--- config.mk ---
export PLATFORM = sky130hd
export DESIGN_NAME = moog_ladder_lowpass
export DESIGN_NICKNAME = d
export VERILOG_FILES = /design/src/hdl/mll_pkg.sv /design/src/hdl/moog_ladder_lowpass.sv /design/src/hdl/mll_mul.sv
export SDC_FILE = /design/constraint.sdc
export NUM_CORES = 2
export LEC_CHECK = 0
export BUFFER_PORTS_ARGS = -buffer_cell sky130_fd_sc_hd__buf_2
export CAP_MARGIN = 30
export CORE_UTILIZATION = 55
export DETAILED_ROUTE_END_ITERATION = 12
export GPL_TIMING_DRIVEN = 0
export PLACE_DENSITY = 0.78
export SLEW_MARGIN = 20
export SYNTH_ARGS = -nofsm -noshare
export SYNTH_HDL_FRONTEND = slang
export SYNTH_SLANG_ARGS = --single-unit
--- constraint.sdc ---
create_clock -name i_clk -period 21.1 [get_ports i_clk]
set_input_delay 1.055 -clock i_clk [delete_from_list [all_inputs] [get_ports i_clk]]
set_output_delay 1.055 -clock i_clk [all_outputs]
set_load 0.03 [all_outputs]
--- src/hdl/mll_pkg.sv ---
package mll_pkg;

    // Register reset values and widths.
    localparam int SAMPLE_WIDTH_DEF = 24;
    localparam logic [15:0] DRIVE_RST = 16'd4096;
    localparam logic [15:0] CUTOFF_RST = 16'd16384;
    localparam logic [14:0] RES_RST = 15'd0;

    // Register indexes on the configuration port.
    localparam logic [1:0] REG_DRIVE = 2'd0;
    localparam logic [1:0] REG_CUTOFF = 2'd1;
    localparam logic [1:0] REG_RES = 2'd2;

    // Shared multiplier operand and product widths.
    localparam int MUL_A_W = 33;
    localparam int MUL_B_W = 17;
    localparam int MUL_P_W = MUL_A_W + MUL_B_W;

    // tanh in Q1.15 at steps of 0.25 over [0, 3.75], and 1.0 from 4 on.
    function automatic logic [15:0] tanh_tab(input logic [4:0] idx);
        logic [15:0] v;
        case (idx)
            5'd0: v = 16'd0;
            5'd1: v = 16'd8025;
            5'd2: v = 16'd15143;
            5'd3: v = 16'd20813;
            5'd4: v = 16'd24956;
            5'd5: v = 16'd27797;
            5'd6: v = 16'd29660;
            5'd7: v = 16'd30847;
            5'd8: v = 16'd31589;
            5'd9: v = 16'd32048;
            5'd10: v = 16'd32329;
            5'd11: v = 16'd32501;
            5'd12: v = 16'd32606;
            5'd13: v = 16'd32669;
            5'd14: v = 16'd32708;
            5'd15: v = 16'd32732;
            default: v = 16'd32768;
        endcase
        return v;
    endfunction

endpackage

--- src/hdl/moog_ladder_lowpass.sv ---
// Channel   | Direction | Handshake                  | Payload
// input     | in        | i_in_valid / o_in_ready    | i_sample_in
// output    | out       | o_out_valid / i_out_ready  | o_sample_out
// config    | in        | i_cfg_valid / o_cfg_ready  | i_cfg_index, i_cfg_data
//
// A sample runs through the whole sequence before the next input beat is taken:
// o_in_ready is high only in the idle state. The pace is set
// by the single shared multiplier, which serves drive, feedback, nine tanh
// interpolations and four stage updates in turn.
// Reset (synchronous, active low) clears the four stages and the previous
// fourth stage, and loads the register defaults. A stalled output holds its
// beat; the sequencer waits in its last step until the output register is free.
module moog_ladder_lowpass #(
    parameter int SAMPLE_WIDTH = mll_pkg::SAMPLE_WIDTH_DEF
) (
    input  logic                           i_clk,
    input  logic                           i_rst_n,
    input  logic                           i_in_valid,
    output logic                           o_in_ready,
    input  logic signed [SAMPLE_WIDTH-1:0] i_sample_in,
    output logic                           o_out_valid,
    input  logic                           i_out_ready,
    output logic signed [SAMPLE_WIDTH-1:0] o_sample_out,
    input  logic                           i_cfg_valid,
    output logic                           o_cfg_ready,
    input  logic [1:0]                     i_cfg_index,
    input  logic [15:0]                    i_cfg_data
);

    localparam int FRAC = SAMPLE_WIDTH - 1;
    localparam int SH_UP = (FRAC <= 28) ? 28 - FRAC : 0;
    localparam int SH_DN = (FRAC > 28) ? FRAC - 28 : 0;
    localparam longint HI_L = (longint'(999) << FRAC) / 1000;
    localparam logic signed [35:0] Y_HI = 36'(HI_L);
    localparam logic signed [35:0] Y_LO = -(36'sd1 <<< FRAC);
    localparam int PW = mll_pkg::MUL_P_W;

    localparam logic [3:0] ST_IDLE = 4'd0;
    localparam logic [3:0] ST_DRV = 4'd1;
    localparam logic [3:0] ST_FB = 4'd2;
    localparam logic [3:0] ST_QFB = 4'd3;
    localparam logic [3:0] ST_TA = 4'd4;
    localparam logic [3:0] ST_TA2 = 4'd5;
    localparam logic [3:0] ST_TB = 4'd6;
    localparam logic [3:0] ST_TB2 = 4'd7;
    localparam logic [3:0] ST_UMUL = 4'd8;
    localparam logic [3:0] ST_UPD = 4'd9;
    localparam logic [3:0] ST_OUT = 4'd10;
    localparam logic [3:0] ST_DSET = 4'd11;
    localparam logic [3:0] ST_DT = 4'd12;
    localparam logic [3:0] ST_DT2 = 4'd13;

    logic [3:0]                    r_state, n_state;
    logic [1:0]                    r_k;
    logic [15:0]                   r_drive, r_cutoff;
    logic [14:0]                   r_res;
    logic signed [31:0]            r_stage [0:3];
    logic signed [31:0]            r_s4prev;
    logic signed [28:0]            r_x28;
    logic signed [34:0]            r_arg;
    logic signed [29:0]            r_t1;
    logic signed [30:0]            r_diff;
    logic                          r_tneg, r_tbig;
    logic [15:0]                   r_tbase;
    logic                          r_ovalid;
    logic signed [SAMPLE_WIDTH-1:0] r_out;

    logic signed [mll_pkg::MUL_A_W-1:0] mul_a;
    logic signed [mll_pkg::MUL_B_W-1:0] mul_b;
    logic signed [PW-1:0]               prod;

    logic signed [34:0] targ;
    logic [34:0]        tabs;
    logic [4:0]         tidx;
    logic [15:0]        tlo, thi;
    logic [12:0]        tdelta;
    logic [28:0]        tmag;
    logic signed [29:0] tval;
    logic signed [32:0] fb;
    logic signed [33:0] x_ext;
    logic signed [33:0] upd_sum;
    logic signed [31:0] upd_sat;
    logic signed [35:0] y_raw;
    logic signed [SAMPLE_WIDTH-1:0] y_clamp;
    logic               acc_in, out_free;

    assign o_in_ready = (r_state == ST_IDLE);
    assign o_cfg_ready = 1'b1;
    assign o_out_valid = r_ovalid;
    assign o_sample_out = r_out;
    assign acc_in = i_in_valid && o_in_ready;
    assign out_free = !r_ovalid || i_out_ready;

    // Input sample, sign-extended; it is shifted to Q.28 when registered.
    assign x_ext = 34'(i_sample_in);

    // Feedback: mean of the last two fourth-stage values.
    assign fb = (33'(r_s4prev) + 33'(r_stage[3])) >>> 1;

    // tanh front end: magnitude, segment and slope of the chosen argument.
    always_comb begin
        targ = (r_state == ST_TA || r_state == ST_DT) ? r_arg : 35'(r_stage[r_k]);
        tabs = targ[34] ? 35'(-targ) : 35'(targ);
        tidx = {1'b0, tabs[29:26]};
        tlo = mll_pkg::tanh_tab(tidx);
        thi = mll_pkg::tanh_tab(tidx + 5'd1);
        tdelta = 13'(thi - tlo);
    end

    // tanh back end: base plus interpolation (or 1.0 for a large argument), then the sign.
    always_comb begin
        tmag = r_tbig ? (29'd1 << 28) : ({r_tbase[15:0], 13'd0} + 29'(prod[38:13]));
        tval = r_tneg ? -$signed({1'b0, tmag}) : $signed({1'b0, tmag});
    end

    // Stage update with saturation to 32 bits.
    always_comb begin
        upd_sum = 34'(r_stage[r_k]) + 34'(prod[PW-1:16]);
        if (upd_sum > 34'sd2147483647) begin
            upd_sat = 32'sh7FFFFFFF;
        end else if (upd_sum < -34'sd2147483648) begin
            upd_sat = 32'sh80000000;
        end else begin
            upd_sat = 32'(upd_sum);
        end
    end

    // Fourth stage to the output format, clamped.
    always_comb begin
        y_raw = (36'(r_stage[3]) <<< SH_DN) >>> SH_UP;
        if (y_raw < Y_LO) begin
            y_clamp = SAMPLE_WIDTH'(Y_LO);
        end else if (y_raw > Y_HI) begin
            y_clamp = SAMPLE_WIDTH'(Y_HI);
        end else begin
            y_clamp = SAMPLE_WIDTH'(y_raw);
        end
    end

    // Operand selection for the shared multiplier.
    always_comb begin
        mul_a = '0;
        mul_b = '0;
        case (r_state)
            ST_DRV: begin
                mul_a = 33'(r_x28);
                mul_b = $signed({1'b0, r_drive});
            end
            ST_FB: begin
                mul_a = fb;
                mul_b = $signed({2'b0, r_res});
            end
            ST_TA, ST_TB, ST_DT: begin
                mul_a = $signed({7'd0, tabs[25:0]});
                mul_b = $signed({4'd0, tdelta});
            end
            ST_UMUL: begin
                mul_a = 33'(r_diff);
                mul_b = $signed({1'b0, r_cutoff});
            end
            default: begin
                mul_a = '0;
                mul_b = '0;
            end
        endcase
    end

    mll_mul u_mul (
        .i_clk (i_clk),
        .i_a   (mul_a),
        .i_b   (mul_b),
        .o_p   (prod)
    );

    // Sequencer next state.
    always_comb begin
        n_state = r_state;
        case (r_state)
            ST_IDLE: if (acc_in) n_state = ST_DRV;
            ST_DRV:  n_state = ST_DSET;
            ST_DSET: n_state = ST_DT;
            ST_DT:   n_state = ST_DT2;
            ST_DT2:  n_state = ST_FB;
            ST_FB:   n_state = ST_QFB;
            ST_QFB:  n_state = ST_TA;
            ST_TA:   n_state = ST_TA2;
            ST_TA2:  n_state = ST_TB;
            ST_TB:   n_state = ST_TB2;
            ST_TB2:  n_state = ST_UMUL;
            ST_UMUL: n_state = ST_UPD;
            ST_UPD:  n_state = (r_k == 2'd3) ? ST_OUT : ST_TA;
            ST_OUT:  if (out_free) n_state = ST_IDLE;
            default: n_state = ST_IDLE;
        endcase
    end

    // Control state, registers and filter state.
    always_ff @(posedge i_clk) begin
        if (!i_rst_n) begin
            r_state <= ST_IDLE;
            r_k <= '0;
            r_drive <= mll_pkg::DRIVE_RST;
            r_cutoff <= mll_pkg::CUTOFF_RST;
            r_res <= mll_pkg::RES_RST;
            r_stage[0] <= '0;
            r_stage[1] <= '0;
            r_stage[2] <= '0;
            r_stage[3] <= '0;
            r_s4prev <= '0;
            r_ovalid <= 1'b0;
        end else begin
            r_state <= n_state;
            if (i_cfg_valid) begin
                case (i_cfg_index)
                    mll_pkg::REG_DRIVE:  r_drive <= i_cfg_data;
                    mll_pkg::REG_CUTOFF: r_cutoff <= i_cfg_data;
                    mll_pkg::REG_RES:    r_res <= i_cfg_data[14:0];
                    default: ;
                endcase
            end
            if (r_state == ST_UPD) begin
                r_stage[r_k] <= upd_sat;
                r_k <= r_k + 2'd1;
                if (r_k == 2'd3) begin
                    r_s4prev <= r_stage[3];
                end
            end
            if (r_state == ST_OUT && out_free) begin
                r_ovalid <= 1'b1;
            end else if (i_out_ready) begin
                r_ovalid <= 1'b0;
            end
        end
    end

    // Datapath registers.
    always_ff @(posedge i_clk) begin
        if (acc_in) begin
            r_x28 <= 29'((x_ext <<< SH_UP) >>> SH_DN);
        end
        case (r_state)
            ST_DSET: r_arg <= 35'($signed(prod[44:12]));
            ST_DT2:  r_arg <= 35'(tval);
            ST_QFB:  r_arg <= r_arg - 35'($signed(prod[46:13]));
            ST_TA, ST_TB, ST_DT: begin
                r_tneg <= targ[34];
                r_tbig <= |tabs[34:30];
                r_tbase <= tlo;
            end
            ST_TA2: r_t1 <= tval;
            ST_TB2: r_diff <= 31'(r_t1) - 31'(tval);
            ST_UPD: r_arg <= 35'(upd_sat);
            default: ;
        endcase
        if (r_state == ST_OUT && out_free) begin
            r_out <= y_clamp;
        end
    end

endmodule

--- src/hdl/mll_mul.sv ---
module mll_mul (
    input  logic                                 i_clk,
    input  logic signed [mll_pkg::MUL_A_W-1:0]   i_a,
    input  logic signed [mll_pkg::MUL_B_W-1:0]   i_b,
    output logic signed [mll_pkg::MUL_P_W-1:0]   o_p
);

    // Registered signed product, shared by the multiplying steps of the sequence.
    always_ff @(posedge i_clk) begin
        o_p <= i_a * i_b;
    end

endmodule

==> metrics.txt <==
# TYPE chip_impl_metric gauge
chip_impl_info{name="outcome",value="completed"} 1
chip_impl_metric{name="total_design_power",unit="W"} 0.00562
chip_impl_metric{name="synth.cell_area",unit="um2"} 44600
chip_impl_metric{name="layout-area-overhead-vs-synth",unit="%"} 8.60
chip_impl_metric{name="irDropWorstVdd",unit="V"} 0.000120
chip_impl_metric{name="die_area",unit="um2"} 82300
chip_impl_metric{name="slew_viol_final",unit=""} 0
chip_impl_metric{name="synthArstFlopShare",unit="%"} 0
chip_impl_metric{name="finalNetCount",unit=""} 5848
chip_impl_metric{name="rows",unit=""} 104
chip_impl_info{name="r2r-start",value="r_state[1]"} 1
chip_impl_metric{name="post_cts.resized_instances",unit=""} 0
chip_impl_metric{name="grt_antenna_before_repair",unit=""} 14
chip_impl_metric{name="viasPerCell",unit=""} 6.33
chip_impl_metric{name="r2r_slack",unit="ns"} 3.47
chip_impl_metric{name="clock_tree.htree_level_count",unit=""} 2
chip_impl_metric{name="clock-skew-final",unit="ns"} 0.0652
chip_impl_metric{name="grt_remaining_overflow",unit=""} 0
chip_impl_info{name="r2r-end",value="u_mul.o_p[35]"} 1
chip_impl_metric{name="layout-drive-gt1-share",unit="%"} 6.34
chip_impl_info{name="critical_path_start_type",value="register"} 1
chip_impl_metric{name="power.switching",unit="W"} 0.00289
chip_impl_info{name="cts_tree",value="done"} 1
chip_impl_metric{name="width_of_the_chip",unit="um"} 287
chip_impl_metric{name="reg2reg_depth",unit=""} 52
chip_impl_info{name="leading_cell_types_in_the_layout_fill_and_taps_excluded",value="inv_1 (702), nand2_1 (643), fa_1 (497)"} 1
chip_impl_metric{name="post_drt_wl_per_cell",unit="um"} 27.1
chip_impl_info{name="final_common_cell",value="inv_1"} 1
chip_impl_info{name="criticalPathCategory",value="register to register"} 1
chip_impl_metric{name="critical_path.max_fanout",unit=""} 10
chip_impl_metric{name="cts_setup_buffers",unit=""} 0
chip_impl_metric{name="via_count_of_the_first_global_routing_pass",unit=""} 37600
chip_impl_metric{name="start_util",unit="%"} 55.5
chip_impl_info{name="holdCritPathClass",value="register to register"} 1
chip_impl_metric{name="synth_enable_flop_cells",unit=""} 289
chip_impl_metric{name="final_period_minus_worst_setup_slack",unit="ns"} 17.63
chip_impl_metric{name="power.leakage",unit="nW"} 21.5
chip_impl_metric{name="cts.hold.buffers_added",unit=""} 0
chip_impl_metric{name="top_level_port_count",unit=""} 74
chip_impl_info{name="grt_setup_unrepaired",value="false"} 1
chip_impl_info{name="setup.worst_path.start",value="r_state[1]"} 1
chip_impl_metric{name="worst_slew_margin_rel",unit="%"} 20.4
chip_impl_metric{name="syn_avg_cell_area",unit="um2"} 9.16
chip_impl_metric{name="synth.lib_cells_used.distinct",unit=""} 99
chip_impl_metric{name="min_period_over_period",unit="%"} 83.6
chip_impl_info{name="clock_root_buffer",value="clkbuf_16"} 1
chip_impl_metric{name="worst_ep_required_time",unit="ns"} 21.58
chip_impl_metric{name="power.switching_fraction",unit="%"} 51.5
chip_impl_metric{name="grt_first_pass_wirelength",unit="mm"} 242
chip_impl_metric{name="die_h",unit="um"} 287
chip_impl_metric{name="yosysSeqAreaShare",unit="%"} 25.1
chip_impl_metric{name="cap_violations",unit=""} 0
chip_impl_metric{name="cts_buffers",unit=""} 48
chip_impl_metric{name="clock_pin_slew_worst_setup_and_hold_paths",unit="ns"} 0.07
chip_impl_metric{name="postSynthCellCount",unit=""} 4871
chip_impl_metric{name="drc_errors",unit=""} 0
chip_impl_metric{name="groute.usage.overall",unit="%"} 40.3
chip_impl_metric{name="timing.critical_path.slowest_cell_delay",unit="ns"} 0.90
chip_impl_metric{name="cts_sinks",unit=""} 415
chip_impl_metric{name="dr.first_iter.drc_count",unit=""} 5710
chip_impl_metric{name="vias",unit=""} 38800
chip_impl_metric{name="worst_slew_pin_slew",unit="ns"} 1.19
chip_impl_metric{name="pre_repair_dr_iteration_count",unit=""} 11
chip_impl_info{name="setup.worst_path.end_class",value="register"} 1
chip_impl_metric{name="antenna_violating_nets_post_route",unit=""} 0
chip_impl_metric{name="finalSetupViolCount",unit=""} 0
chip_impl_metric{name="seq_power_share",unit="%"} 20.4
chip_impl_metric{name="mappedNetlistNets",unit=""} 5693
chip_impl_metric{name="p_int",unit="W"} 0.00273
chip_impl_metric{name="timing.setup.tns",unit="ns"} 0
chip_impl_metric{name="pwr-share-clk",unit="%"} 16.2
chip_impl_metric{name="place.gp.congestion",unit=""} 1.09
chip_impl_metric{name="total_wirelength_of_the_detailed_routed_design",unit="mm"} 166
chip_impl_metric{name="place.detailed.hpwl",unit="mm"} 135
chip_impl_metric{name="clock.fmax",unit="MHz"} 56.7
chip_impl_metric{name="port-buffer-count",unit=""} 71
chip_impl_metric{name="postSynthRegisterBits",unit=""} 415
chip_impl_metric{name="critPathArrivalTime",unit="ns"} 18.11
chip_impl_metric{name="power_density",unit="nW/um2"} 116
chip_impl_metric{name="maximum_buffer_depth_of_the_clock_tree",unit=""} 3
chip_impl_metric{name="core",unit="um2"} 80400
chip_impl_info{name="timing.critical_path.to",value="u_mul.o_p[35]"} 1
chip_impl_metric{name="hold_viol",unit=""} 0
chip_impl_metric{name="ys.warnings.count",unit=""} 0
chip_impl_metric{name="worstSkewPairLatency",unit="ns"} 0.65
chip_impl_info{name="yosys_most_used_dff",value="edfxtp_1"} 1
chip_impl_info{name="crit_top_cell",value="fa_1"} 1
chip_impl_info{name="critPathSlowestCell",value="mux2i_2"} 1
chip_impl_metric{name="grt_max_degree",unit=""} 27
chip_impl_metric{name="pwr-share-comb",unit="%"} 63.3
-- layout make-up --
type | count | area (um2)
Antenna cell | 6 | 15.0
Buffer | 228 | 943
Clock buffer | 60 | 1340
Clock inverter | 29 | 353
Fill cell | 6924 | 32000
Inverter | 704 | 2640
Multi-Input combinational cell | 3524 | 29900
Sequential cell | 415 | 11200
Tap cell | 1060 | 1330
Timing Repair Buffer | 105 | 709
-- how the worst min path moves through the flow --
stage / endpoint / cells past startpoint / startpoint / slack [ns]
after detailed placement: r_drive[4] / 2 / r_drive[4] / 0.46
final: r_drive[4] / 2 / r_drive[4] / 0.46
after CTS: r_drive[4] / 2 / r_drive[4] / 0.46
after global placement: r_drive[12] / 2 / r_drive[12] / 0.45
after floorplan: r_drive[12] / 2 / r_drive[12] / 0.44
after global routing: r_drive[6] / 2 / r_drive[6] / 0.48
-- cell families after synthesis --
kind of cell / share of synthesized area [%]
xor gates and xnor gates: 4.00
muxes: 2.71
other: 0.00840
DFF: 25.1
AOI/OAI and AO/OA: 15.0
and+or+nand+nor: 15.0
buffers and inverters: 8.03
adders and majority gates: 30.1
-- flip-flops by register name, summed over array words and instances, names as in the netlist, named ones only --
register and count:
r_t1 30, r_arg 35, r_res 15, o_sample_out 24
r_tbase 15, u_mul.o_p 38, r_x28 24, r_stage 128
r_drive 16, o_out_valid 1, r_tbig 1, r_diff 31
r_state 4, r_cutoff 16, r_tneg 1, r_k 2
r_s4prev 32
-- stage by stage --
step                cells  utilization, %  setup slack, ns  cell area (um2)  hold slack (ns)
finish               6131            60.3             3.47            48500            0.464
global route         6128            60.3             3.05            48500            0.482
CTS                  6119            60.2             4.21            48400            0.464
detailed placement   6030            58.1             4.34            46700            0.456
global placement     6002            57.6             3.72            46300            0.450
floorplan            4871               -             8.02            44600            0.441
-- cells in the mapped netlist (39+ instances only) --
cell / instances / area [um2]
o21ai_0: 189 / 946
inv_1: 702 / 2640
fa_1: 497 / 9950
and3_1: 42 / 263
clkbuf_1: 193 / 724
edfxtp_1: 289 / 8680
a21oi_1: 199 / 996
dfxtp_1: 126 / 2520
a31oi_1: 74 / 463
nand3_1: 64 / 320
ha_1: 278 / 3480
nand2_1: 646 / 2420
a21boi_0: 95 / 713
and2_1: 93 / 582
nor2b_1: 51 / 319
nor3_1: 55 / 275
a22oi_1: 43 / 323
o21a_1: 39 / 293
xor2_1: 67 / 587
xnor2_1: 133 / 1160
a21o_1: 106 / 796
nor2_1: 368 / 1380
-- power groups by stage --
| stage | Sequential (W) | Combinational (W) | Clock [W] |
|---|---|---|---|
| 2_1_floorplan | 0.00107 | 0.00234 | 0 |
| 3_5_place_dp | 0.00115 | 0.00340 | 0 |
| 3_3_place_gp | 0.00115 | 0.00333 | 0 |
| 4_1_cts | 0.00113 | 0.00343 | 0.000907 |
| 6_report | 0.00115 | 0.00356 | 0.000912 |
| 5_1_grt | 0.00114 | 0.00382 | 0.000939 |
-- worst max-delay path, delay by kind of cell (launching register included) --
| family | cells | cell delay, ns |
|---|---|---|
| adder cells (fa/ha/maj) | 10 | 4.59 |
| AND/OR/NAND/NOR | 5 | 1.24 |
| buffers and inverters | 13 | 3.84 |
| XOR/XNOR | 1 | 0.58 |
| multiplexers | 2 | 1.31 |
| flip-flops | 1 | 0.31 |
| AO/OA/AOI/OAI | 21 | 5.55 |
-- per-layer routing --
| metal | vias up | share of wire [%] | GRT usage (%) |
|---|---|---|---|
| met3 | 579 | 15 | 12.1 |
| met2 | 2884 | 42 | 58.9 |
| met5 | - | 0.083 | 0 |
| met1 | 18600 | 36 | 52.6 |
| met4 | 10 | 7.6 | 25.1 |
| li1 | 16700 | - | - |
(Power assumes the default switching activity.)
